==> src/design/hpps_pkg.sv <==
// Shared types, constants and tables for the polar scan binning block.
// No dependencies; every other design file imports this package.
`timescale 1ns / 1ps

package hpps_pkg;

    localparam int BIN_COUNT_DEF = 360;

    // Field widths
    localparam int POS_W   = 20;
    localparam int ANG_W   = 16;
    localparam int MM_W    = 22;
    localparam int BNUM_W  = 12;
    localparam int CFG_IDX_W = 3;
    localparam int DELTA_W = POS_W + 1;

    // CORDIC datapath: deltas scaled by 2^20, angle at 2^24 per turn
    localparam int CORDIC_STEPS = 18;
    localparam int CORDIC_W     = 44;
    localparam int Z_W          = 24;
    localparam int CORDIC_FRAC  = 20;

    // Range datapath
    localparam int SQ_W   = 2 * DELTA_W;      // dx*dx + dy*dy
    localparam int N_W    = 54;               // sq * 2500
    localparam int SQRT_STEPS = N_W / 2;
    localparam int SCALE_TERMS = 5;

    // Bin index datapath
    localparam int NUM_W  = 28;               // |rel - first| * (BIN_COUNT - 1)
    localparam int PROD_W = 30;
    localparam int SPAN_W = 16;

    localparam logic [MM_W-1:0]  MM_SAT     = 22'h3F_FFFF;
    localparam logic [MM_W-1:0]  RESET_FILL = 22'd10000;
    localparam logic [5:0]       MM_PER_PX  = 6'd50;

    typedef enum logic [1:0] {
        CMD_START = 2'd0,
        CMD_HIT   = 2'd1,
        CMD_READ  = 2'd2,
        CMD_NONE  = 2'd3
    } t_cmd;

    localparam logic [CFG_IDX_W-1:0] CFG_POSE_X  = 3'd0;
    localparam logic [CFG_IDX_W-1:0] CFG_POSE_Y  = 3'd1;
    localparam logic [CFG_IDX_W-1:0] CFG_HEADING = 3'd2;
    localparam logic [CFG_IDX_W-1:0] CFG_FIRST   = 3'd3;
    localparam logic [CFG_IDX_W-1:0] CFG_LAST    = 3'd4;
    localparam logic [CFG_IDX_W-1:0] CFG_MAXRNG  = 3'd5;

    typedef struct packed {
        logic wr_en;
        logic rd_en;
    } t_mem_ctl;

    function automatic logic [Z_W-1:0] atan_entry(input logic [4:0] idx);
        logic [Z_W-1:0] v;
        case (idx)
            5'd0:  v = 24'd2097152;
            5'd1:  v = 24'd1238021;
            5'd2:  v = 24'd654136;
            5'd3:  v = 24'd332050;
            5'd4:  v = 24'd166669;
            5'd5:  v = 24'd83416;
            5'd6:  v = 24'd41718;
            5'd7:  v = 24'd20860;
            5'd8:  v = 24'd10430;
            5'd9:  v = 24'd5215;
            5'd10: v = 24'd2608;
            5'd11: v = 24'd1304;
            5'd12: v = 24'd652;
            5'd13: v = 24'd326;
            5'd14: v = 24'd163;
            5'd15: v = 24'd81;
            5'd16: v = 24'd41;
            5'd17: v = 24'd20;
            default: v = '0;
        endcase
        return v;
    endfunction

    // 2500 = 2^11 + 2^8 + 2^7 + 2^6 + 2^2
    function automatic logic [3:0] scale_shift(input logic [2:0] idx);
        logic [3:0] s;
        case (idx)
            3'd0:    s = 4'd11;
            3'd1:    s = 4'd8;
            3'd2:    s = 4'd7;
            3'd3:    s = 4'd6;
            3'd4:    s = 4'd2;
            default: s = 4'd0;
        endcase
        return s;
    endfunction

endpackage

==> src/design/hpps_range.sv <==
// Range unit: squared distance through one shared multiplier, times 2500 by
// shift-add, then a bit-per-cycle integer square root. Depends on hpps_pkg.
`timescale 1ns / 1ps

module hpps_range import hpps_pkg::*; (
    input  logic               i_clk,
    input  logic               i_rst_n,
    input  logic               i_start,
    input  logic [DELTA_W-1:0] i_dx,
    input  logic [DELTA_W-1:0] i_dy,
    output logic               o_valid,
    output logic [MM_W-1:0]    o_range_mm
);

    typedef enum logic [2:0] {R_IDLE, R_MUL1, R_MUL2, R_SCALE, R_SQRT} t_rstate;

    t_rstate                   r_state;
    logic signed [DELTA_W-1:0] r_dx, r_dy;
    logic [SQ_W-1:0]           r_acc, r_sq;
    logic [N_W-1:0]            r_n, r_r, r_bit;
    logic [4:0]                r_cnt;
    logic                      r_valid;

    logic signed [DELTA_W-1:0] w_op;
    logic signed [SQ_W-1:0]    w_prod;
    logic [N_W:0]              w_trial;

    always_comb begin
        w_op    = (r_state == R_MUL1) ? r_dx : r_dy;
        w_prod  = w_op * w_op;
        w_trial = {1'b0, r_r} + {1'b0, r_bit};
    end

    always_ff @(posedge i_clk) begin
        if (!i_rst_n) begin
            r_state <= R_IDLE;
            r_valid <= 1'b0;
            r_cnt   <= '0;
        end else if (i_start) begin
            r_state <= R_MUL1;
            r_valid <= 1'b0;
            r_dx    <= i_dx;
            r_dy    <= i_dy;
        end else begin
            unique case (r_state)
                R_IDLE: ;
                R_MUL1: begin
                    r_acc   <= w_prod;
                    r_state <= R_MUL2;
                end
                R_MUL2: begin
                    r_sq    <= r_acc + w_prod;
                    r_n     <= '0;
                    r_cnt   <= '0;
                    r_state <= R_SCALE;
                end
                R_SCALE: begin
                    r_n <= r_n + ({{(N_W-SQ_W){1'b0}}, r_sq} << scale_shift(r_cnt[2:0]));
                    if (r_cnt == 5'(SCALE_TERMS - 1)) begin
                        r_cnt   <= '0;
                        r_r     <= '0;
                        r_bit   <= N_W'(1) << (N_W - 2);
                        r_state <= R_SQRT;
                    end else begin
                        r_cnt <= r_cnt + 5'd1;
                    end
                end
                R_SQRT: begin
                    if ({1'b0, r_n} >= w_trial) begin
                        r_n <= r_n - w_trial[N_W-1:0];
                        r_r <= (r_r >> 1) + r_bit;
                    end else begin
                        r_r <= r_r >> 1;
                    end
                    r_bit <= r_bit >> 2;
                    r_cnt <= r_cnt + 5'd1;
                    if (r_cnt == 5'(SQRT_STEPS - 1)) begin
                        r_state <= R_IDLE;
                        r_valid <= 1'b1;
                    end
                end
                default: r_state <= R_IDLE;
            endcase
        end
    end

    // mm = root / 16, saturated
    assign o_valid    = r_valid;
    assign o_range_mm = (|r_r[N_W-1:MM_W+4]) ? MM_SAT : r_r[MM_W+3:4];

    property p_valid_idle;
        @(posedge i_clk) disable iff (!i_rst_n) r_valid |-> (r_state == R_IDLE);
    endproperty
    a_valid_idle: assert property (p_valid_idle) else $error("range valid while running");

    property p_sqrt_bound;
        @(posedge i_clk) disable iff (!i_rst_n)
            (r_state == R_SQRT) |-> (r_cnt < 5'(SQRT_STEPS));
    endproperty
    a_sqrt_bound: assert property (p_sqrt_bound) else $error("sqrt step overrun");

    property p_finish;
        @(posedge i_clk) disable iff (!i_rst_n)
            $rose(r_valid) |-> $past(r_state == R_SQRT);
    endproperty
    a_finish: assert property (p_finish) else $error("range valid without a run");

endmodule

==> config.mk <==
export PLATFORM = sky130hd
export DESIGN_NAME = hpps_range
export DESIGN_NICKNAME = d
export VERILOG_FILES = /design/src/design/hpps_pkg.sv /design/src/design/hpps_range.sv
export SDC_FILE = /design/constraint.sdc
export NUM_CORES = 2
export LEC_CHECK = 0
export BUFFER_PORTS_ARGS = -buffer_cell sky130_fd_sc_hd__buf_2
export CAP_MARGIN = 25
export CORE_ASPECT_RATIO = 1.1
export CORE_UTILIZATION = 55
export CTS_CLUSTER_SIZE = 16
export DETAILED_ROUTE_END_ITERATION = 16
export PLACE_DENSITY = 0.74
export SLEW_MARGIN = 15
export SYNTH_ARGS = -nofsm -noshare
export SYNTH_HDL_FRONTEND = slang
export SYNTH_SLANG_ARGS = --single-unit
==> constraint.sdc <==
create_clock -name i_clk -period 10.7 [get_ports i_clk]
set_clock_uncertainty 0.15 [all_clocks]
set_input_delay 1.605 -clock i_clk [delete_from_list [all_inputs] [get_ports i_clk]]
set_output_delay 1.605 -clock i_clk [all_outputs]
set_load 0.01 [all_outputs]
==> out/qor.txt <==
Vias per inst: 5.79
DRC: 0
I/O Buffers: 67
Die height: 276 um
Most frequent cells after synthesis: inv_1 (597), fa_1 (420), nand2_1 (372)
CTS max path bufs: 3
FP Rows: 100
Worst-Margin Slew: 1040 ps
Sequential share of the synthesized area: 21.3%
CP max FO: 9
Die extent in x: 251 um
Main flop type after synthesis: edfxtp_1
Gr usage total: 26.1%
Slowest CP cell: fa_1
Post-layout minimum cycle time: 10320 ps
Final setup viols: 0
HP Class: reg2reg
GP Congestion: 0.978
Final hold slack: 358 ps
Crit path DAT: 10490 ps
Async set-reset flop share out of synthesis: 0%
Post-DP HPWL: 71500 um
Syn nets: 4850
Die Footprint: 69200 um^2
Achievable frequency: 96.9 MHz
Setup crit end kind: flip-flop
P&R area growth vs syn: 7.64%
Synth area leaders: fa_1 (22%), edfxtp_1 (21%), ha_1 (11%)
Tcrit/Tclk final: 96.4%
Initial antenna violation count: 0
Avg Cell Area, Syn: 9.23 um^2
Largest net degree at the start of global routing: 82
CTS buffer count: 37
Post-route ant nets: 0
Clk root buf: clkbuf_16
DR iter-0 viols: 2251
Status: completed
Pre-Repair DR Iteration Count: 6
Via count: 29000
Max_slew headroom: 30.7%
Count leader, synth: inv_1
Top Family by Delay on Critical Path: adder cells
CTS Hold Bufs: 0
DP Area: 39000 um^2
Non-filler cells, final: 5012
Yosys top cell area share: 22.4%
Max Slew Vio Count: 0
Drt wl/cell: 17.8 um
Data required time of the worst path: 10870 ps
#FFs+latches synth: 269
Worst-path clk slew: 50 ps
CP max stage delay: 530 ps
Most used cell, CP: fa_1
Core ar.: 67600 um^2
Initial core utilization: 55.5%
Clk sink count: 269
Post-synth EDFFs: 260
Hold Fails Final Rpt: 0
CTS tree: done
Max Cap Viol: 0
Final #Nets: 4906
Post-Syn Area: 37500 um^2
Grt total ovfl: 0
Vias in the first global route: 29500
Largest area contributor in the netlist: fa_1
Share of cells above drive strength 1: 7.65%
Worst setup SP type: flip-flop
# IOs: 68
Global-route wire length before repair: 146000 um
Final wirelength: 89300 um
Gate count of the mapped netlist: 4061
# placed instances: 4932
Synth Warn #: 0
Worst skew pair latency: 560 ps
CP Class: reg2reg
H-tree Lvls: 2
Post-route cell area: 40300 um^2
Critical path buffers and inverters: 7
Library cells used by synthesis: 89
final timing paths:
path / from / to / slack [ps] / depth (start not counted)
min reg2reg: o_valid / o_valid / 360 / 2
min: o_valid / o_valid / 360 / 2
max: r_state[0] / r_sq[40] / 380 / 39
max reg2reg: r_state[0] / r_sq[40] / 380 / 39
metal layers:
layer | track usage [%] | vias up | part of all wire, %
met2 | 46.6 | 957 | 49
met4 | 11.5 | 0 | 4.4
met1 | 32.4 | 13900 | 42
met5 | 0 | - | 0
met3 | 2.49 | 239 | 4.8
li1 | - | 13900 | -
stage by stage:
stage	setup slack [ps]	TNS, ps	utilization, %
6_report	381	0	59.7
5_1_grt	-45.9	-60.7	59.7
3_5_place_dp	216	0	57.7
3_3_place_gp	514	0	57.7
2_1_floorplan	310	0	-
4_1_cts	171	0	59.5
kinds of logic (layout without fill, tap and decap cells):
group	Yosys count	count (layout)	synth area share, %
simple gates	1144	1144	14.1
compound gates	759	759	13.2
fa+ha+maj	744	744	33.3
buf+inv	737	820	7.48
xor+xnor	271	271	6.37
flops	269	269	21.3
mux	137	137	4.25
other cells	0	1	0
state kept, by name (all words and copies together) (netlist names):
signal   flops
r_sq        42
r_r         54
r_cnt        5
o_valid      1
r_dx        21
r_acc       41
r_dy        21
r_state      3
r_n         54
r_bit       27
cell type report:
cell class	instances	area [um^2]
Timing Repair Buffer	154	1010
Antenna cell	1	2.50
Inverter	600	2260
Clock inverter	15	163
Sequential cell	269	7990
Multi-Input combinational cell	3055	26800
Fill cell	5764	27200
Clock buffer	51	1030
Tap cell	867	1080
worst min-delay path: cells and delay by family, from the launching register on:
kind,cells,cell delay (ps)
flops,1,320
simple gates,2,140
layout by cell type, fill, tap and decap left out, types with 23 or more instances in the layout:
cell / count
a211oi_1: 32
a21o_1: 85
a21oi_1: 176
a31oi_1: 64
and3_1: 45
buf_2: 68
buf_4: 82
clkbuf_16: 39
edfxtp_1: 260
fa_1: 419
ha_1: 323
inv_1: 595
mux2_2: 34
mux2i_1: 86
nand2_1: 372
nand2b_1: 32
nand3_1: 61
nand4_1: 41
nor2_1: 366
nor2b_1: 47
nor3_1: 47
o211ai_1: 23
o21a_1: 33
o21ai_0: 152
o21bai_1: 31
or3_1: 31
xnor2_1: 161
xor2_1: 109
timing repair:
item / in CTS / in global routing
buffers inserted: 0 / 10
endpoints found under the setup margin: 0 / 6
resized for setup: 0 / 16
Power is not shown: default switching activity piles up to over one toggle a cycle in this logic, so the estimate is an artifact.
