[src/design/hpps_pkg.sv]
// Shared types, constants and tables for the polar scan binning block.
// No dependencies; every other design file imports this package.
`timescale 1ns / 1ps

package hpps_pkg;

    localparam int BIN_COUNT_DEF = 360;

    // Field widths
    localparam int POS_W   = 20;
    localparam int ANG_W   = 16;
    localparam int MM_W    = 22;
    localparam int BNUM_W  = 12;
    localparam int CFG_IDX_W = 3;
    localparam int DELTA_W = POS_W + 1;

    // CORDIC datapath: deltas scaled by 2^20, angle at 2^24 per turn
    localparam int CORDIC_STEPS = 18;
    localparam int CORDIC_W     = 44;
    localparam int Z_W          = 24;
    localparam int CORDIC_FRAC  = 20;

    // Range datapath
    localparam int SQ_W   = 2 * DELTA_W;      // dx*dx + dy*dy
    localparam int N_W    = 54;               // sq * 2500
    localparam int SQRT_STEPS = N_W / 2;
    localparam int SCALE_TERMS = 5;

    // Bin index datapath
    localparam int NUM_W  = 28;               // |rel - first| * (BIN_COUNT - 1)
    localparam int PROD_W = 30;
    localparam int SPAN_W = 16;

    localparam logic [MM_W-1:0]  MM_SAT     = 22'h3F_FFFF;
    localparam logic [MM_W-1:0]  RESET_FILL = 22'd10000;
    localparam logic [5:0]       MM_PER_PX  = 6'd50;

    typedef enum logic [1:0] {
        CMD_START = 2'd0,
        CMD_HIT   = 2'd1,
        CMD_READ  = 2'd2,
        CMD_NONE  = 2'd3
    } t_cmd;

    localparam logic [CFG_IDX_W-1:0] CFG_POSE_X  = 3'd0;
    localparam logic [CFG_IDX_W-1:0] CFG_POSE_Y  = 3'd1;
    localparam logic [CFG_IDX_W-1:0] CFG_HEADING = 3'd2;
    localparam logic [CFG_IDX_W-1:0] CFG_FIRST   = 3'd3;
    localparam logic [CFG_IDX_W-1:0] CFG_LAST    = 3'd4;
    localparam logic [CFG_IDX_W-1:0] CFG_MAXRNG  = 3'd5;

    typedef struct packed {
        logic wr_en;
        logic rd_en;
    } t_mem_ctl;

    function automatic logic [Z_W-1:0] atan_entry(input logic [4:0] idx);
        logic [Z_W-1:0] v;
        case (idx)
            5'd0:  v = 24'd2097152;
            5'd1:  v = 24'd1238021;
            5'd2:  v = 24'd654136;
            5'd3:  v = 24'd332050;
            5'd4:  v = 24'd166669;
            5'd5:  v = 24'd83416;
            5'd6:  v = 24'd41718;
            5'd7:  v = 24'd20860;
            5'd8:  v = 24'd10430;
            5'd9:  v = 24'd5215;
            5'd10: v = 24'd2608;
            5'd11: v = 24'd1304;
            5'd12: v = 24'd652;
            5'd13: v = 24'd326;
            5'd14: v = 24'd163;
            5'd15: v = 24'd81;
            5'd16: v = 24'd41;
            5'd17: v = 24'd20;
            default: v = '0;
        endcase
        return v;
    endfunction

    // 2500 = 2^11 + 2^8 + 2^7 + 2^6 + 2^2
    function automatic logic [3:0] scale_shift(input logic [2:0] idx);
        logic [3:0] s;
        case (idx)
            3'd0:    s = 4'd11;
            3'd1:    s = 4'd8;
            3'd2:    s = 4'd7;
            3'd3:    s = 4'd6;
            3'd4:    s = 4'd2;
            default: s = 4'd0;
        endcase
        return s;
    endfunction

endpackage

[src/design/hpps_cordic.sv]
// Vectoring CORDIC, one iteration per cycle: bearing of (dx, dy).
// Depends on hpps_pkg for widths and the arctangent table.
`timescale 1ns / 1ps

module hpps_cordic import hpps_pkg::*; (
    input  logic               i_clk,
    input  logic               i_rst_n,
    input  logic               i_start,
    input  logic [DELTA_W-1:0] i_dx,
    input  logic [DELTA_W-1:0] i_dy,
    output logic               o_valid,
    output logic [ANG_W-1:0]   o_bearing
);

    logic signed [CORDIC_W-1:0] r_x, r_y;
    logic [Z_W-1:0]             r_z;
    logic [4:0]                 r_cnt;
    logic                       r_busy, r_valid, r_zero;

    logic signed [CORDIC_W-1:0] w_x0, w_y0, w_xr, w_yr, w_xs, w_ys;
    logic [Z_W-1:0]             w_zr, w_zround;

    always_comb begin
        w_x0 = {{(CORDIC_W-DELTA_W-CORDIC_FRAC){i_dx[DELTA_W-1]}}, i_dx, {CORDIC_FRAC{1'b0}}};
        w_y0 = {{(CORDIC_W-DELTA_W-CORDIC_FRAC){i_dy[DELTA_W-1]}}, i_dy, {CORDIC_FRAC{1'b0}}};
        w_xr = w_x0;
        w_yr = w_y0;
        w_zr = '0;
        // left half plane: quarter turn into the right half first
        if (w_x0 < 0) begin
            if (w_y0 >= 0) begin
                w_xr = w_y0;
                w_yr = -w_x0;
                w_zr = 24'h40_0000;
            end else begin
                w_xr = -w_y0;
                w_yr = w_x0;
                w_zr = 24'hC0_0000;
            end
        end
        w_xs = r_x >>> r_cnt;
        w_ys = r_y >>> r_cnt;
        w_zround = r_z + 24'd128;
    end

    always_ff @(posedge i_clk) begin
        if (!i_rst_n) begin
            r_busy  <= 1'b0;
            r_valid <= 1'b0;
            r_cnt   <= '0;
        end else if (i_start) begin
            r_busy  <= 1'b1;
            r_valid <= 1'b0;
            r_cnt   <= '0;
            r_x     <= w_xr;
            r_y     <= w_yr;
            r_z     <= w_zr;
            r_zero  <= (i_dx == '0) && (i_dy == '0);
        end else if (r_busy) begin
            if (!r_y[CORDIC_W-1]) begin
                r_x <= r_x + w_ys;
                r_y <= r_y - w_xs;
                r_z <= r_z + atan_entry(r_cnt);
            end else begin
                r_x <= r_x - w_ys;
                r_y <= r_y + w_xs;
                r_z <= r_z - atan_entry(r_cnt);
            end
            if (r_cnt == 5'(CORDIC_STEPS - 1)) begin
                r_busy  <= 1'b0;
                r_valid <= 1'b1;
            end
            r_cnt <= r_cnt + 5'd1;
        end
    end

    assign o_valid   = r_valid;
    assign o_bearing = r_zero ? '0 : w_zround[Z_W-1:Z_W-ANG_W];

    property p_valid_not_busy;
        @(posedge i_clk) disable iff (!i_rst_n) !(r_valid && r_busy);
    endproperty
    a_valid_not_busy: assert property (p_valid_not_busy) else $error("cordic valid while busy");

    property p_cnt_bound;
        @(posedge i_clk) disable iff (!i_rst_n) r_busy |-> (r_cnt < 5'(CORDIC_STEPS));
    endproperty
    a_cnt_bound: assert property (p_cnt_bound) else $error("cordic step count overrun");

    property p_finish;
        @(posedge i_clk) disable iff (!i_rst_n) $rose(r_valid) |-> $past(r_busy);
    endproperty
    a_finish: assert property (p_finish) else $error("cordic valid without a run");

endmodule

[config.mk]
export PLATFORM = sky130hd
export DESIGN_NAME = hpps_cordic
export DESIGN_NICKNAME = d
export VERILOG_FILES = /design/src/design/hpps_pkg.sv /design/src/design/hpps_cordic.sv
export SDC_FILE = /design/constraint.sdc
export NUM_CORES = 1
export LEC_CHECK = 0
export BUFFER_PORTS_ARGS = -buffer_cell sky130_fd_sc_hd__clkbuf_2
export CAP_MARGIN = 5
export CORE_AREA = 2 2 275 277
export CTS_CLUSTER_SIZE = 14
export DETAILED_ROUTE_END_ITERATION = 8
export DIE_AREA = 0 0 277 279
export PLACE_DENSITY = 0.53
export REMOVE_ABC_BUFFERS = 1
export SYNTH_ARGS = -nofsm -noshare
export SYNTH_HDL_FRONTEND = slang
export SYNTH_SLANG_ARGS = --single-unit
[constraint.sdc]
create_clock -name i_clk -period 8.3 [get_ports i_clk]
set_input_delay 0.415 -clock i_clk [delete_from_list [all_inputs] [get_ports i_clk]]
set_output_delay 0.415 -clock i_clk [all_outputs]
set_load 0.03 [all_outputs]
==> impl_metrics.toml <==
[global_route]
grt_start_max_net_pins = 83
grt_pass1_vias = 19700
globalRoute.totalOverflow = 0
grt.total_usage_pct = 20.9
grt_antenna_before_repair = 3
first_pass_grt_wire_length_mm = 125

[route]
route.vias.total = 21000
antenna_left = 0
detailedRoute.firstPassIterationCount = 6
avgRoutedWirePerCell_um = 23.3
drc = 0
finalWirelength_mm = 82.7
vias_per_cell = 5.92
detail_route.iter0.violations = 2422

[cells_and_area]
layoutNonFillerInstCount = 3550
multi_input_comb_area_sq_um = 17100
antenna-diode-count = 0
filler_cell_count = 7885
finish.utilization_pct = 32.0
layout.nets = 2743
post_route_cells_drive_above_1_share_pct = 13.2
synthesis_to_finish_area_growth_pct = 7.33
final-seq-area_sq_um = 3990

[clock_tree]
cts_root_buf = "clkbuf_16"
clk_pin_slew_ns = 0.07
clock_latency_ns = 0.50
ctsHtreeMaxLevel = 4
tritoncts_clock_tree = "done"
post_cts_resized = 0
clock_sink_count = 142
clk_path_buf_depth = 2
postCtsSetupBuffers = 0
cts.hold.buffers_added = 0
cts_inserted_buffers = 17

[timing]
tightest_pin_transition_ns = 1.25
report.final.setup_viol = 0
layout_worst_path_cycle_share_pct = 87.2
slew_viol_final = 0
fin_ws_ns = 1.06
fmaxAchievable_ghz = 0.138
slew_headroom_pct = 14.5
hold_viol_final = 0
post-route-min-period_ns = 7.24
rsz0062_at_grt = "no"
fin_worst_skew_ns = 0.0193
fin_hold_ws_ns = 0.296

[setup_path]
timing.critical_path.mode_cell = "a21o_1"
register_to_register_path_depth = 23
regToRegStartpoint = "r_cnt[0]"
end_kind = "flip-flop"
worst_setup_path_start_kind = "flip-flop"
worstPathCellList = "inv_2 > buf_4 > mux4_2 > a221oi_2 > nand4_1 > nor3b_1 > and3_1 > and3_1 > and4bb_1 > nor2b_1 > nor3_1 > or3b_1 > ha_1 > a21o_1 > a21o_1 > a21o_1 > nor2_1 > nand2_1 > o21ai_0 > o21ai_0 > a31oi_1 > xnor2_1 > mux2i_1"
critical_path.reg2reg.endpoint = "r_y[43]"
crit_required_ns = 8.53
timing.critical_path.arrival_ns = 7.46
rrSetupSlack_ns = 1.06
worst-path-buf-inv = 2
critical_path.max_stage_delay_ns = 0.88
critPathKind = "reg2reg"
timing.critical_path.fanout_max = 52
critPathSlowestCell = "dfxtp_4"
cp_top_family = "simple AND/OR/NAND/NOR gates"

[hold_path]
hp-class = "in2reg"
count_of_cells_along_the_worst_hold_path = 3
whs_endpoint = "r_x[39]"
min-delay-start = "i_dx[19]"

[placed_design]
dp.final_hpwl_mm = 63.1
portBuffers = 61
gpl.final_weighted_congestion = 1.01
cell_count_after_placement = 3518
pre_cts_slack_ns = 1.12

[floorplan]
chipHeight_um = 279
die-area_sq_um = 77300
die_width_um = 277
floorplan.initialDensity_pct = 29.8
top_level_i_o_count = 62
core.rowCount = 100
coreArea_sq_um = 74100

[synthesis]
synthesized_area_fraction_occupied_by_xor_and_xnor_cells_pct = 9.05
synth_compound_area_share_pct = 23.5
synth-warning-count = 0
list_of_most_frequent_post_synthesis_cells = "247 x nor2_1, 230 x nand2_1, 212 x a21oi_1"
synthCells = 2611
ys.flop_type = "edfxtp_1"
synth_adder_area_share_pct = 7.48
seq_cells_post_synth = 142
synthDistinctLibCells = 100
synth_top_cell_area_share_pct = 15.4
synth_edf_count = 113
avgSynthCellArea_sq_um = 8.45
synth_mux_area_share_pct = 19.3
main_combinational_cell_family_by_area_after_synthesis = "compound AO/OA/AOI/OAI gates"
yosys.area_share.simple_pct = 17.9
synth.most_common_cell = "nor2_1"
netlist_area_sq_um = 22100
synth.area.top_cells = "edfxtp_1 15%, mux4_2 11%, ha_1 7.2%"
synthArstFlopShare_pct = 0
synth_top_area_cell = "edfxtp_1"
ys_seq_area_share_pct = 18.0

[power]
powerDensity_nw_per_um2 = 357
power_uw = 8460
vdd.ir_drop.worst_uv = 156
power.leakage_uw = 0.00889

[run]
maxCapViolations = 0

[run_status]
status = "completed"
## cell usage in the layout (no fill, tap or decap), drive strengths merged, types with 64 or more instances in the layout
| cell | netlist | layout |
|---|---|---|
| nand3 | 64 | 64 |
| xor2 | 103 | 103 |
| inv | 60 | 70 |
| mux2i | 117 | 117 |
| nand2 | 231 | 231 |
| edfxtp | 113 | 113 |
| ha | 127 | 127 |
| a21o | 69 | 69 |
| a21oi | 213 | 213 |
| clkbuf | 67 | 79 |
| mux4 | 115 | 115 |
| o21ai | 176 | 176 |
| xnor2 | 125 | 125 |
| nor2 | 249 | 249 |
## worst max-delay path by stage
stage | startpoint | to | slack [ns] | cells past startpoint
after floorplan | r_cnt[0] | r_x[37] | -2.56 | 23
after global placement | r_cnt[0] | r_y[42] | 1.28 | 24
after detailed placement | r_cnt[1] | r_x[43] | 1.12 | 24
after CTS | r_cnt[1] | r_x[39] | 1.10 | 24
after global routing | r_cnt[1] | r_x[39] | 0.43 | 24
final | r_cnt[0] | r_y[43] | 1.06 | 23
## stage by stage
step	instance area (sq um)	setup TNS (ns)
after CTS	23700	0
after global placement	23100	0
after global routing	23700	0
after floorplan	21300	-131.16
after detailed placement	23100	0
final	23700	0
## logic make-up after synthesis
kind of cell               count (synthesis)
AOI/OAI and AO/OA                        803
and+or+nand+nor                          812
DFF                                      142
xor gates and xnor gates                 228
muxes                                    275
adders and majority gates                130
buffers and inverters                    221
## tightest hold or removal path, cell delays in order
cell and delay, ns:
clkbuf_2 0.12, o211ai_1 0.08, o21ai_0 0.06
## cell type report
type                    count  share of cell area (%)
clock buffers              19                    1.92
flip-flops and latches    142                    16.9
repair buffers             97                    2.51
clock inverters            13                   0.571
well taps                 969                    5.12
inverters                  62                   0.983
multi-input cells        2248                    72.0
## per-layer routing
| metal | vias up | track usage [%] | wire, um |
|---|---|---|---|
| met3 | 152 | 3.83 | 6180 |
| met1 | 10200 | 28.4 | 36300 |
| li1 | 9845 | - | - |
| met4 | 4 | 9.88 | 3670 |
| met2 | 855 | 32.0 | 36500 |
| met5 | - | 0 | 23 |
## where the power goes
group / switching, uW / internal (uW)
registers: 483 / 1110
clock network: 397 / 417
logic: 3490 / 2570
total: 4370 / 4090
Note: power is estimated with default switching activity, not from simulation.
