### src/design/hpps_pkg.sv
// Shared types, constants and tables for the polar scan binning block.
// No dependencies; every other design file imports this package.
`timescale 1ns / 1ps

package hpps_pkg;

    localparam int BIN_COUNT_DEF = 360;

    // Field widths
    localparam int POS_W   = 20;
    localparam int ANG_W   = 16;
    localparam int MM_W    = 22;
    localparam int BNUM_W  = 12;
    localparam int CFG_IDX_W = 3;
    localparam int DELTA_W = POS_W + 1;

    // CORDIC datapath: deltas scaled by 2^20, angle at 2^24 per turn
    localparam int CORDIC_STEPS = 18;
    localparam int CORDIC_W     = 44;
    localparam int Z_W          = 24;
    localparam int CORDIC_FRAC  = 20;

    // Range datapath
    localparam int SQ_W   = 2 * DELTA_W;      // dx*dx + dy*dy
    localparam int N_W    = 54;               // sq * 2500
    localparam int SQRT_STEPS = N_W / 2;
    localparam int SCALE_TERMS = 5;

    // Bin index datapath
    localparam int NUM_W  = 28;               // |rel - first| * (BIN_COUNT - 1)
    localparam int PROD_W = 30;
    localparam int SPAN_W = 16;

    localparam logic [MM_W-1:0]  MM_SAT     = 22'h3F_FFFF;
    localparam logic [MM_W-1:0]  RESET_FILL = 22'd10000;
    localparam logic [5:0]       MM_PER_PX  = 6'd50;

    typedef enum logic [1:0] {
        CMD_START = 2'd0,
        CMD_HIT   = 2'd1,
        CMD_READ  = 2'd2,
        CMD_NONE  = 2'd3
    } t_cmd;

    localparam logic [CFG_IDX_W-1:0] CFG_POSE_X  = 3'd0;
    localparam logic [CFG_IDX_W-1:0] CFG_POSE_Y  = 3'd1;
    localparam logic [CFG_IDX_W-1:0] CFG_HEADING = 3'd2;
    localparam logic [CFG_IDX_W-1:0] CFG_FIRST   = 3'd3;
    localparam logic [CFG_IDX_W-1:0] CFG_LAST    = 3'd4;
    localparam logic [CFG_IDX_W-1:0] CFG_MAXRNG  = 3'd5;

    typedef struct packed {
        logic wr_en;
        logic rd_en;
    } t_mem_ctl;

    function automatic logic [Z_W-1:0] atan_entry(input logic [4:0] idx);
        logic [Z_W-1:0] v;
        case (idx)
            5'd0:  v = 24'd2097152;
            5'd1:  v = 24'd1238021;
            5'd2:  v = 24'd654136;
            5'd3:  v = 24'd332050;
            5'd4:  v = 24'd166669;
            5'd5:  v = 24'd83416;
            5'd6:  v = 24'd41718;
            5'd7:  v = 24'd20860;
            5'd8:  v = 24'd10430;
            5'd9:  v = 24'd5215;
            5'd10: v = 24'd2608;
            5'd11: v = 24'd1304;
            5'd12: v = 24'd652;
            5'd13: v = 24'd326;
            5'd14: v = 24'd163;
            5'd15: v = 24'd81;
            5'd16: v = 24'd41;
            5'd17: v = 24'd20;
            default: v = '0;
        endcase
        return v;
    endfunction

    // 2500 = 2^11 + 2^8 + 2^7 + 2^6 + 2^2
    function automatic logic [3:0] scale_shift(input logic [2:0] idx);
        logic [3:0] s;
        case (idx)
            3'd0:    s = 4'd11;
            3'd1:    s = 4'd8;
            3'd2:    s = 4'd7;
            3'd3:    s = 4'd6;
            3'd4:    s = 4'd2;
            default: s = 4'd0;
        endcase
        return s;
    endfunction

endpackage

### src/design/hpps_div.sv
// Restoring divider, one quotient bit per cycle, unsigned operands.
// Depends on hpps_pkg for widths.
`timescale 1ns / 1ps

module hpps_div import hpps_pkg::*; (
    input  logic              i_clk,
    input  logic              i_rst_n,
    input  logic              i_start,
    input  logic [NUM_W-1:0]  i_num,
    input  logic [SPAN_W-1:0] i_den,
    output logic              o_valid,
    output logic [NUM_W-1:0]  o_quot
);

    logic [SPAN_W-1:0] r_rem, r_den;
    logic [NUM_W-1:0]  r_q;
    logic [4:0]        r_cnt;
    logic              r_busy, r_valid;
    logic [SPAN_W:0]   w_trial;

    assign w_trial = {r_rem, r_q[NUM_W-1]};

    always_ff @(posedge i_clk) begin
        if (!i_rst_n) begin
            r_busy  <= 1'b0;
            r_valid <= 1'b0;
            r_cnt   <= '0;
        end else if (i_start) begin
            r_busy  <= 1'b1;
            r_valid <= 1'b0;
            r_cnt   <= '0;
            r_rem   <= '0;
            r_q     <= i_num;
            r_den   <= i_den;
        end else if (r_busy) begin
            if (w_trial >= {1'b0, r_den}) begin
                r_rem <= SPAN_W'(w_trial - {1'b0, r_den});
                r_q   <= {r_q[NUM_W-2:0], 1'b1};
            end else begin
                r_rem <= w_trial[SPAN_W-1:0];
                r_q   <= {r_q[NUM_W-2:0], 1'b0};
            end
            r_cnt <= r_cnt + 5'd1;
            if (r_cnt == 5'(NUM_W - 1)) begin
                r_busy  <= 1'b0;
                r_valid <= 1'b1;
            end
        end
    end

    assign o_valid = r_valid;
    assign o_quot  = r_q;

    property p_rem_below_den;
        @(posedge i_clk) disable iff (!i_rst_n) r_busy |-> (r_rem < r_den);
    endproperty
    a_rem_below_den: assert property (p_rem_below_den) else $error("remainder not below divisor");

    property p_valid_not_busy;
        @(posedge i_clk) disable iff (!i_rst_n) !(r_valid && r_busy);
    endproperty
    a_valid_not_busy: assert property (p_valid_not_busy) else $error("divider valid while busy");

    property p_finish;
        @(posedge i_clk) disable iff (!i_rst_n) $rose(r_valid) |-> $past(r_busy);
    endproperty
    a_finish: assert property (p_finish) else $error("divider valid without a run");

endmodule

### config.mk
export PLATFORM = sky130hd
export DESIGN_NAME = hpps_div
export DESIGN_NICKNAME = d
export VERILOG_FILES = /design/src/design/hpps_pkg.sv /design/src/design/hpps_div.sv
export SDC_FILE = /design/constraint.sdc
export NUM_CORES = 1
export LEC_CHECK = 0
export ABC_AREA = 1
export BUFFER_PORTS_ARGS = -buffer_cell sky130_fd_sc_hd__buf_2
export CAP_MARGIN = 0
export CORE_MARGIN = 2
export CORE_UTILIZATION = 25
export DETAILED_ROUTE_END_ITERATION = 8
export HOLD_SLACK_MARGIN = 0.02
export PLACE_DENSITY = 0.42
export SYNTH_ARGS = -nofsm -noshare
export SYNTH_HDL_FRONTEND = slang
export SYNTH_SLANG_ARGS = --single-unit
### constraint.sdc
create_clock -name i_clk -period 2.5 [get_ports i_clk]
set_input_delay 0.25 -clock i_clk [delete_from_list [all_inputs] [get_ports i_clk]]
set_output_delay 0.25 -clock i_clk [all_outputs]
set_load 0.05 [all_outputs]
==> results.ini, run 1 <==
[synthesis]
synth.cell_area_sq_mm=0.00393
synth_seq_area_share_pct=49.4
postSynthCellCount=498
syn_nets=563
ys_types=26
ys_ff_latch=67
synth_warnings=0
postSynthAreaPerCell_sq_um=7.90

[place]
portBuffers=75
finalWeightedCongestion=0.914
hpwl_um=7660
placed_area_sq_mm=0.00457
dpl.cell_count=779

[cells_and_area]
fin_area_sq_mm=0.00488
area_growth_pct=24.0
layout.nets=644
num_antenna_cells=0
sequential_cell_area_sq_mm=0.00194
fillers=1752
layout-drive-gt1-share_pct=19.9
final_cells=795
multi_input_area_sq_mm=0.00164

[cts]
htree_levels=3
cts.sinks=67
cts-resized-gates=0
clockBufferDepth=2
cts_buffers=9
cts_hold_buf=0
cts_root_buf=clkbuf_16
tritoncts=done
cts_setup_buffers=0
path_clk_slew_ns=0.06
insertion_delay_ns=0.34

[setup_path]
worstSetupPathType=flip-flop to flip-flop
cp.arrival_ns=2.24
start_kind=flip-flop
crit_fanout=16
crit_required_ns=2.59
cp-end-kind=flip-flop

[grt]
grt.overflow.total=0
track_usage_pct=13.8
grt_max_degree=39
grt_pass1_wl_um=17600
antenna_found_initial=1
grt_pass1_vias=3460

[drt]
postRouteWirelength_um=10500
drt_pass1_iterations=4
drt_first_iter_violations=222
vias_per_cell=4.19
wl_per_cell_um=13.1
num_vias=3328
post-route-drc-count=0
antenna_left=0

[sta]
fmax_ghz=0.465
setup_viol=0
finClkSkew_ns=0.00641
holdWs_ns=0.0863
period_needed_ns=2.15
period_share_pct=86.0
rsz0062_at_grt=false
final_hold_viol_count=0
tns_ns=0
relSlewSlack_pct=60.0
max_slew.worst_pin.slew_ns=0.599
slew_viol_final=0

[die]
initial_core_util_pct=25.7
die_x_um=129
fp.dieH_um=129
die_area_sq_mm=0.0168
core_area_sq_mm=0.0153
rows=45
ioPinCount=76

[power_and_ir_drop]
powerDensity_mw_per_mm2=768
finalPower_w=0.00375
ir_drop_mv=0.403
cellLeakagePower_nw=2.46

[status]
status=complete, no violations

[flow_run]
drv_cap=0

[worst_hold_path]
hold_class=input port to flip-flop

area by class of cell:
type / count / share of cell area, %
sequential: 67 / 39.8
multi-input combinational: 343 / 33.6
timing repair buffer: 81 / 8.87
clock buffer: 14 / 6.08
inverter: 77 / 5.92
tap: 211 / 5.41
clock inverter: 2 / 0.256
per-stage QoR:
stage          utilization (%)  setup WS [ns]
2_1_floorplan                -          0.272
3_3_place_gp              29.8          0.351
3_5_place_dp              29.8          0.305
4_1_cts                   31.9          0.293
5_1_grt                   31.9          0.124
6_report                  31.9          0.350
critical path, cell delays in order (launching register included):
cell and delay, ns:
edfxtp_1 0.41, ha_1 0.41, nand2_2 0.13, inv_1 0.07
nand2_1 0.06, nand2_1 0.12, inv_2 0.05, nand3_2 0.08
nand2_2 0.07, nand2_4 0.19, inv_2 0.12, nor2_1 0.12
nor2_1 0.06
cells by family (layout without fill, tap and decap cells):
family	Yosys count	count (layout)	share of synthesized area (%)
AND/OR/NAND/NOR	304	304	32.5
buffers and inverters	88	174	8.97
flip-flops	67	67	49.4
adder cells (fa/ha/maj)	18	18	5.92
AO/OA/AOI/OAI	15	15	1.94
XOR/XNOR	6	6	1.34
per-layer routing:
| metal | part of all wire (%) | vias to the layer above | track usage (%) |
|---|---|---|---|
| li1 | - | 1719 | - |
| met1 | 46 | 1488 | 17.0 |
| met2 | 44 | 104 | 21.5 |
| met3 | 8.5 | 15 | 6.65 |
| met4 | 2.2 | 2 | 4.36 |
| met5 | 0.12 | - | 0 |
state kept, by name, indices dropped and copies added (netlist names):
name     flops
r_cnt        5
r_den       16
o_valid      1
r_rem       16
o_quot      28
r_busy       1
cell usage in the layout, fill, tap and decap left out, types with 5 or more instances in the layout:
master     instances
a21oi_1           11
nor2_1            46
dfxtp_1            7
buf_4              5
inv_1             69
xor2_1             6
edfxtp_1          60
ha_1              17
nand3_1           16
nand2_2            6
nand3b_1           8
buf_2             75
clkbuf_16         11
nand4_1            5
inv_2              7
nand2_1          206
nor3_1             6
path summary, 6_finish.rpt:
kind	startpoint	endpoint	slack, ns	depth (start not counted)
setup / recovery	r_rem[7]$_SDFFCE_PP0P_	r_rem[5]$_SDFFCE_PP0P_	0.35	12
hold reg to reg	o_valid$_SDFFE_PP0P_	o_valid$_SDFFE_PP0P_	0.44	2
setup reg to reg	r_rem[7]$_SDFFCE_PP0P_	r_rem[5]$_SDFFCE_PP0P_	0.35	12
hold / removal	i_den[15]	r_den[15]$_DFFE_PP_	0.09	1
where the power goes:
part           switching (W)  internal (W)  leakage (nW)  total [W]
clock network       0.000496      0.000822         0.154    0.00132
registers          0.0000554       0.00136         0.639    0.00141
logic               0.000694      0.000323          1.66    0.00102
synthesized netlist by cell type:
cell type | n | area (sq um)
a21oi_1 | 11 | 55.1
a31oi_1 | 1 | 6.26
and2_1 | 2 | 12.5
buf_6 | 3 | 33.8
clkbuf_1 | 8 | 30.0
clkinv_1 | 1 | 3.75
dfxtp_1 | 7 | 140
edfxtp_1 | 60 | 1800
fa_1 | 1 | 20.0
ha_1 | 17 | 213
inv_1 | 69 | 259
inv_2 | 7 | 26.3
nand2_1 | 207 | 777
nand2_2 | 5 | 31.3
nand2_4 | 1 | 11.3
nand3_1 | 16 | 80.1
nand3_2 | 3 | 30.0
nand3b_1 | 8 | 60.1
nand4_1 | 5 | 31.3
nor2_1 | 46 | 173
nor2_2 | 2 | 12.5
nor2_4 | 2 | 22.5
nor3_1 | 6 | 30.0
o21ai_0 | 3 | 15.0
or2_1 | 1 | 6.26
xor2_1 | 6 | 52.6
(Power assumes the default switching activity.)
==> inputs of run 2 (changes only) <==
--- a/config.mk
+++ b/config.mk
@@ -13,6 +13,7 @@
 export DETAILED_ROUTE_END_ITERATION = 8
 export HOLD_SLACK_MARGIN = 0.02
 export PLACE_DENSITY = 0.42
+export REMOVE_ABC_BUFFERS = 1
 export SYNTH_ARGS = -nofsm -noshare
 export SYNTH_HDL_FRONTEND = slang
 export SYNTH_SLANG_ARGS = --single-unit
==> run 2 against run 1 <==
  * Via count decreased by 1.8%
  * Clock skew rose by 0.0012 ns
  * Die area unchanged
  * Flip-flop and latch count is the same
  * Global-route usage is 0.89 points lower
  * Worst setup slack lost 0.026 ns
  * First-iteration DRC count is 53% lower
  * Register-to-register slack worse by 0.03 ns
  * Power decreased by 3.9%
  * Fmax shrank 1.2%
  * Non-clock buffer count rose by 1
  * Critical path type unchanged
  * Critical endpoint is now r_rem[15]$_SDFFCE_PP0P_
  * Largest cell class unchanged
  * Largest power group unchanged
==> results.ini, run 2 (same netlist as run 1, synthesis figures left out) <==
[status]
status=complete, no violations

[die]
core_area_sq_mm=0.0153  ; unchanged
die_area_sq_mm=0.0168  ; unchanged
initial_core_util_pct=25.7  ; unchanged
fp.dieH_um=129  ; unchanged
die_x_um=129  ; unchanged
ioPinCount=76  ; unchanged
rows=45  ; unchanged

[sta]
fmax_ghz=0.460  ; -1.2%
max_slew.worst_pin.slew_ns=0.616  ; +0.0167 ns
period_share_pct=87.0  ; +1.0 points
rsz0062_at_grt=false
finClkSkew_ns=0.00760  ; +0.00119 ns
slew_viol_final=0  ; unchanged
tns_ns=0  ; unchanged
setup_viol=0  ; unchanged
relSlewSlack_pct=58.9  ; -1.1 points
final_hold_viol_count=0  ; unchanged
period_needed_ns=2.18  ; +0.0258 ns

[cts]
cts.sinks=67  ; unchanged
clockBufferDepth=2  ; unchanged
cts-resized-gates=0  ; unchanged
insertion_delay_ns=0.34  ; about the same
tritoncts=done
path_clk_slew_ns=0.06  ; about the same
htree_levels=3  ; unchanged
cts_root_buf=clkbuf_16
cts_buffers=9  ; unchanged

[setup_path]
reg2reg_depth=13  ; +1
ff2ff_setup_slack_ns=0.32  ; -0.03 ns
crit_required_ns=2.60  ; about the same
cp-end-kind=flip-flop
r2r-end=r_rem[15]$_SDFFCE_PP0P_
cp.arrival_ns=2.28  ; +0.04 ns
crit_fanout=16  ; unchanged
start_kind=flip-flop
worstSetupPathType=flip-flop to flip-flop
r2r-start=r_rem[11]$_SDFFCE_PP0P_

[power_and_ir_drop]
cellLeakagePower_nw=2.44  ; -0.72%
powerDensity_mw_per_mm2=745  ; -3.1%
ir_drop_mv=0.318  ; -21%

[drt]
wl_per_cell_um=12.5  ; -5.0%
drt_pass1_iterations=4  ; unchanged
antenna_left=0  ; unchanged
vias_per_cell=4.10  ; -2.0%
postRouteWirelength_um=9940  ; -4.9%
drt_first_iter_violations=105  ; -53%
num_vias=3267  ; -1.8%
post-route-drc-count=0  ; unchanged

[grt]
track_usage_pct=12.9  ; -0.89 points
grt.overflow.total=0  ; unchanged
grt_pass1_vias=3435  ; -0.72%
antenna_found_initial=0  ; -1
grt_pass1_wl_um=16800  ; -4.6%
grt_max_degree=45  ; +15%

[worst_hold_path]
min-delay-start=i_den[14]
hold_class=input port to flip-flop
hold_path_end=r_den[14]$_DFFE_PP_
worstHoldPathCells=1  ; unchanged

[place]
placed_area_sq_mm=0.00455  ; -0.44%
portBuffers=75  ; unchanged
hpwl_um=7380  ; -3.7%
finalWeightedCongestion=0.890  ; -2.7%

[cells_and_area]
fin_area_sq_mm=0.00483  ; -0.90%
area_growth_pct=22.9
layout-drive-gt1-share_pct=20.2  ; +0.31 points
layout_commonest_cell=nand2_1
final_cell_mix=nand2_1, buf_2, inv_1
num_antenna_cells=0  ; unchanged
fillers=1702  ; -2.9%
largest_register_ff_count=28  ; unchanged
layout.nets=645  ; +0.16%

[flow_run]
drv_cap=0  ; unchanged

run 2: cell count changes in the layout (fill, tap and decap cells not counted):
cell       change
clkbuf_16      -2
clkinv_2       +3
inv_4          -2
clkbuf_8       -1
inv_6          +1
clkbuf_1       -1
clkinv_4       +2
buf_12         -1
buf_4          +2
run 2: power breakdown:
group,switching (W),total [W],internal [W]
combinational,0.000688,0.00101,0.000323
clock,0.000504,0.00118,0.000673
sequential,0.0000541,0.00141,0.00136
run 2: layout make-up:
cell class,count,area (sq um),area share [%]
flip-flops and latches,67,1940,40.2
clock inverters,6,41.3,0.854
well taps,211,264,5.46
inverters,77,289,5.98
multi-input cells,343,1640,34.0
clock buffers,10,229,4.74
repair buffers,82,428,8.85
run 2: critical path, cell delays in order (launching register included):
cell and delay [ns]:
edfxtp_1 0.40, ha_1 0.39, nand2_1 0.13, inv_1 0.06, nand2_1 0.06, nand2_1 0.07, nand2_1 0.07, nand2_1 0.12
nor2_4 0.21, nand2_4 0.17, nand2_1 0.12, nand2_1 0.06, nand2_1 0.05, inv_1 0.04
run 2: per-stage QoR:
step / hold WS (ns) / power [W] / cells / utilization (%) / setup WS, ns
global placement: 0.429 / 0.00245 / 778 / 29.7 / 0.214
global route: 0.0713 / 0.00384 / 796 / 31.6 / 0.146
detailed placement: 0.430 / 0.00244 / 778 / 29.7 / 0.205
floorplan: 0.349 / 0.00216 / 487 / - / 0.263
CTS: 0.0684 / 0.00365 / 794 / 31.5 / 0.199
finish: 0.0843 / 0.00360 / 796 / 31.6 / 0.324
run 2: how the worst max path moves through the flow:
stage	slack (ns)	depth (start not counted)	end	from
finish	0.32	13	r_rem[15]$_SDFFCE_PP0P_	r_rem[11]$_SDFFCE_PP0P_
detailed placement	0.21	13	r_rem[15]$_SDFFCE_PP0P_	r_rem[11]$_SDFFCE_PP0P_
CTS	0.20	13	r_rem[15]$_SDFFCE_PP0P_	r_rem[11]$_SDFFCE_PP0P_
floorplan	0.26	13	r_rem[8]$_SDFFCE_PP0P_	o_quot[27]$_DFFE_PP_
global placement	0.21	13	r_rem[15]$_SDFFCE_PP0P_	r_rem[11]$_SDFFCE_PP0P_
global route	0.15	11	r_rem[15]$_SDFFCE_PP0P_	r_rem[13]$_SDFFCE_PP0P_
run 2: routing by layer:
metal  up-vias  wire length, um  global-route usage (%)
li1       1720                -                       -
met1      1452             4710                    16.2
met2        81             4420                    20.6
met3        14              628                    5.00
met4         0              184                    4.17
met5         -                0                       0
run 2: timing repair:
item | 4_1_cts | 5_1_grt
setup buffers | 0 | 2
hold buffers | 0 | 0
hold endpoints to repair | 0 | 0
setup endpoints to repair | 0 | 1
==> inputs of run 3 (changes only) <==
--- a/config.mk
+++ b/config.mk
@@ -8,6 +8,7 @@
 export ABC_AREA = 1
 export BUFFER_PORTS_ARGS = -buffer_cell sky130_fd_sc_hd__buf_2
 export CAP_MARGIN = 0
+export CORE_ASPECT_RATIO = 0.6
 export CORE_MARGIN = 2
 export CORE_UTILIZATION = 25
 export DETAILED_ROUTE_END_ITERATION = 8
==> run 3 against run 2 <==
  * Sequential power barely moved
  * Fmax fell by 4.9%
  * Worst setup slack got worse by 0.11 ns
  * Largest power group unchanged
  * Via count rose by 1.9%
  * Highest routed layer unchanged
==> results.ini, run 3 (same netlist as run 1, synthesis figures left out) <==
[status]
status=complete, no violations

[sta]
period_share_pct=91.6  ; +4.5 points
fmax_ghz=0.437  ; -4.9%
period_needed_ns=2.29  ; +0.113 ns
tns_ns=0  ; unchanged
rsz0062_at_grt=false
final_hold_viol_count=0  ; unchanged
finClkSkew_ns=0.0153  ; +0.00770 ns
max_slew.worst_pin.slew_ns=0.557  ; -0.0587 ns
slew_viol_final=0  ; unchanged
relSlewSlack_pct=62.8  ; +3.9 points
setup_viol=0  ; unchanged
finalWorstSetupSlack_ns=0.211  ; -0.113 ns
holdWs_ns=0.0901  ; +0.00585 ns

[place]
place_ws_ns=0.211  ; +0.00530 ns
finalWeightedCongestion=0.804  ; -9.6%
hpwl_um=7670  ; +3.9%
dpl.cell_count=772  ; -0.77%
portBuffers=75  ; unchanged

[drt]
wl_met2_um=3680  ; -17%
wl_met1_um=5580  ; +19%
wl_met3_um=887  ; +41%
postRouteWirelength_um=10200  ; +3.0%
drt_pass1_iterations=5  ; +1
top_layer=met4
post-route-drc-count=0  ; unchanged
wl_per_cell_um=13.0  ; +4.0%
vias_per_cell=4.22  ; +2.9%
num_vias=3329  ; +1.9%
drt_first_iter_violations=220  ; +110%
antenna_left=0  ; unchanged

[grt]
grt_max_degree=28  ; -38%
track_usage_pct=12.9  ; -0.052 points
grt_pass1_vias=3248  ; -5.4%
grt_pass1_wl_um=16800  ; +0.13%
grt.overflow.total=0  ; unchanged
antenna_found_initial=1  ; +1

[cells_and_area]
fillers=1653  ; -2.9%
final_cells=788  ; -1.0%
layout-drive-gt1-share_pct=20.3  ; +0.17 points
area_growth_pct=23.7
layout_commonest_cell=nand2_1
final_cell_mix=nand2_1, buf_2, inv_1
largest_register_ff_count=28  ; unchanged
num_antenna_cells=0  ; unchanged
layout.nets=645  ; unchanged

[power_and_ir_drop]
powerDensity_mw_per_mm2=767  ; +3.0%
finalPower_w=0.00373  ; +3.7%
cellLeakagePower_nw=2.45  ; +0.53%
ir_drop_mv=0.322  ; +1.3%

[setup_path]
cp.arrival_ns=2.37  ; +0.09 ns
start_kind=flip-flop
r2r-end=r_rem[3]$_SDFFCE_PP0P_
ff2ff_setup_slack_ns=0.21  ; -0.11 ns
crit_required_ns=2.58  ; -0.02 ns
r2r-start=r_rem[5]$_SDFFCE_PP0P_
cp-end-kind=flip-flop
worstSetupPathType=flip-flop to flip-flop
crit_fanout=16  ; unchanged
reg2reg_depth=10  ; -3

[cts]
tritoncts=done
path_clk_slew_ns=0.06  ; about the same
htree_levels=3  ; unchanged
cts_root_buf=clkbuf_16
cts_setup_buffers=0  ; unchanged
insertion_delay_ns=0.34  ; about the same
cts.sinks=67  ; unchanged
clockBufferDepth=2  ; unchanged
cts_buffers=9  ; unchanged

[worst_hold_path]
hold_path_end=r_den[11]$_DFFE_PP_
hold_class=input port to flip-flop
worstHoldPathCells=1  ; unchanged
min-delay-start=i_den[11]

[die]
ioPinCount=76  ; unchanged
core_area_sq_mm=0.0154  ; +0.37%
die_x_um=166  ; +28%
initial_core_util_pct=25.6  ; -0.094 points
die_area_sq_mm=0.0168  ; +0.19%
rows=35  ; -22%
fp.dieH_um=101  ; -22%

[flow_run]
drv_cap=0  ; unchanged

==> run 3: changes by cell type in the layout (fill, tap and decap cells not counted), sizes merged <==
cell and delta:
clkinv -3, inv +2, bufinv +1, clkbuf -1, clkinvlp +1
==> run 3: through the flow <==
| stage | util, % | instance area (sq um) |
|---|---|---|
| finish | 31.7 | 4870 |
| global route | 31.7 | 4870 |
| CTS | 31.6 | 4860 |
| detailed placement | 29.7 | 4570 |
| global placement | 29.7 | 4570 |
| floorplan | - | 3870 |
==> run 3: cell type report <==
type / count / area [sq um] / share of cell area (%)
clock buffer: 9 / 225 / 4.63
clock inverter: 7 / 72.6 / 1.49
inverter: 77 / 289 / 5.94
multi-input combinational: 343 / 1640 / 33.8
sequential: 67 / 1940 / 39.9
tap: 203 / 254 / 5.22
timing repair buffer: 82 / 440 / 9.05
==> run 3: how the worst max path moves through the flow <==
stage                           startpoint  cells past startpoint                      end
floorplan             o_quot[27]$_DFFE_PP_                     13   r_rem[8]$_SDFFCE_PP0P_
detailed placement  r_rem[3]$_SDFFCE_PP0P_                     13  r_rem[15]$_SDFFCE_PP0P_
CTS                 r_rem[5]$_SDFFCE_PP0P_                     13  r_rem[15]$_SDFFCE_PP0P_
global placement    r_rem[5]$_SDFFCE_PP0P_                     13  r_rem[15]$_SDFFCE_PP0P_
global route        r_rem[5]$_SDFFCE_PP0P_                     10   r_rem[7]$_SDFFCE_PP0P_
finish              r_rem[5]$_SDFFCE_PP0P_                     10   r_rem[3]$_SDFFCE_PP0P_
==> run 3: power by group <==
part / switching, W / total, W / internal, W
logic: 0.000703 / 0.00103 / 0.000326
clock network: 0.000515 / 0.00129 / 0.000778
registers: 0.0000534 / 0.00141 / 0.00136
total: 0.00127 / 0.00373 / 0.00246
==> run 3: what timing repair did <==
| action | 4_1_cts | 5_1_grt |
|---|---|---|
| setup endpoints to repair | 0 | 1 |
| gates resized for setup | 0 | 1 |
| hold buffers | 0 | 0 |
| hold endpoints to repair | 0 | 0 |
==> run 3: per-layer routing <==
metal	vias up	GRT usage [%]
met5	-	0
met4	0	3.34
met3	8	5.43
met2	93	17.5
met1	1505	18.6
li1	1723	-
==> run 3: critical path, stage by stage, from the launching register on <==
cell,delay [ns]
edfxtp_1,0.45
ha_1,0.41
nand2_1,0.16
nor2_2,0.13
nand3_1,0.11
nand3_2,0.11
nand2_2,0.13
nand2_4,0.24
inv_2,0.12
nor2_1,0.12
nor2_1,0.05
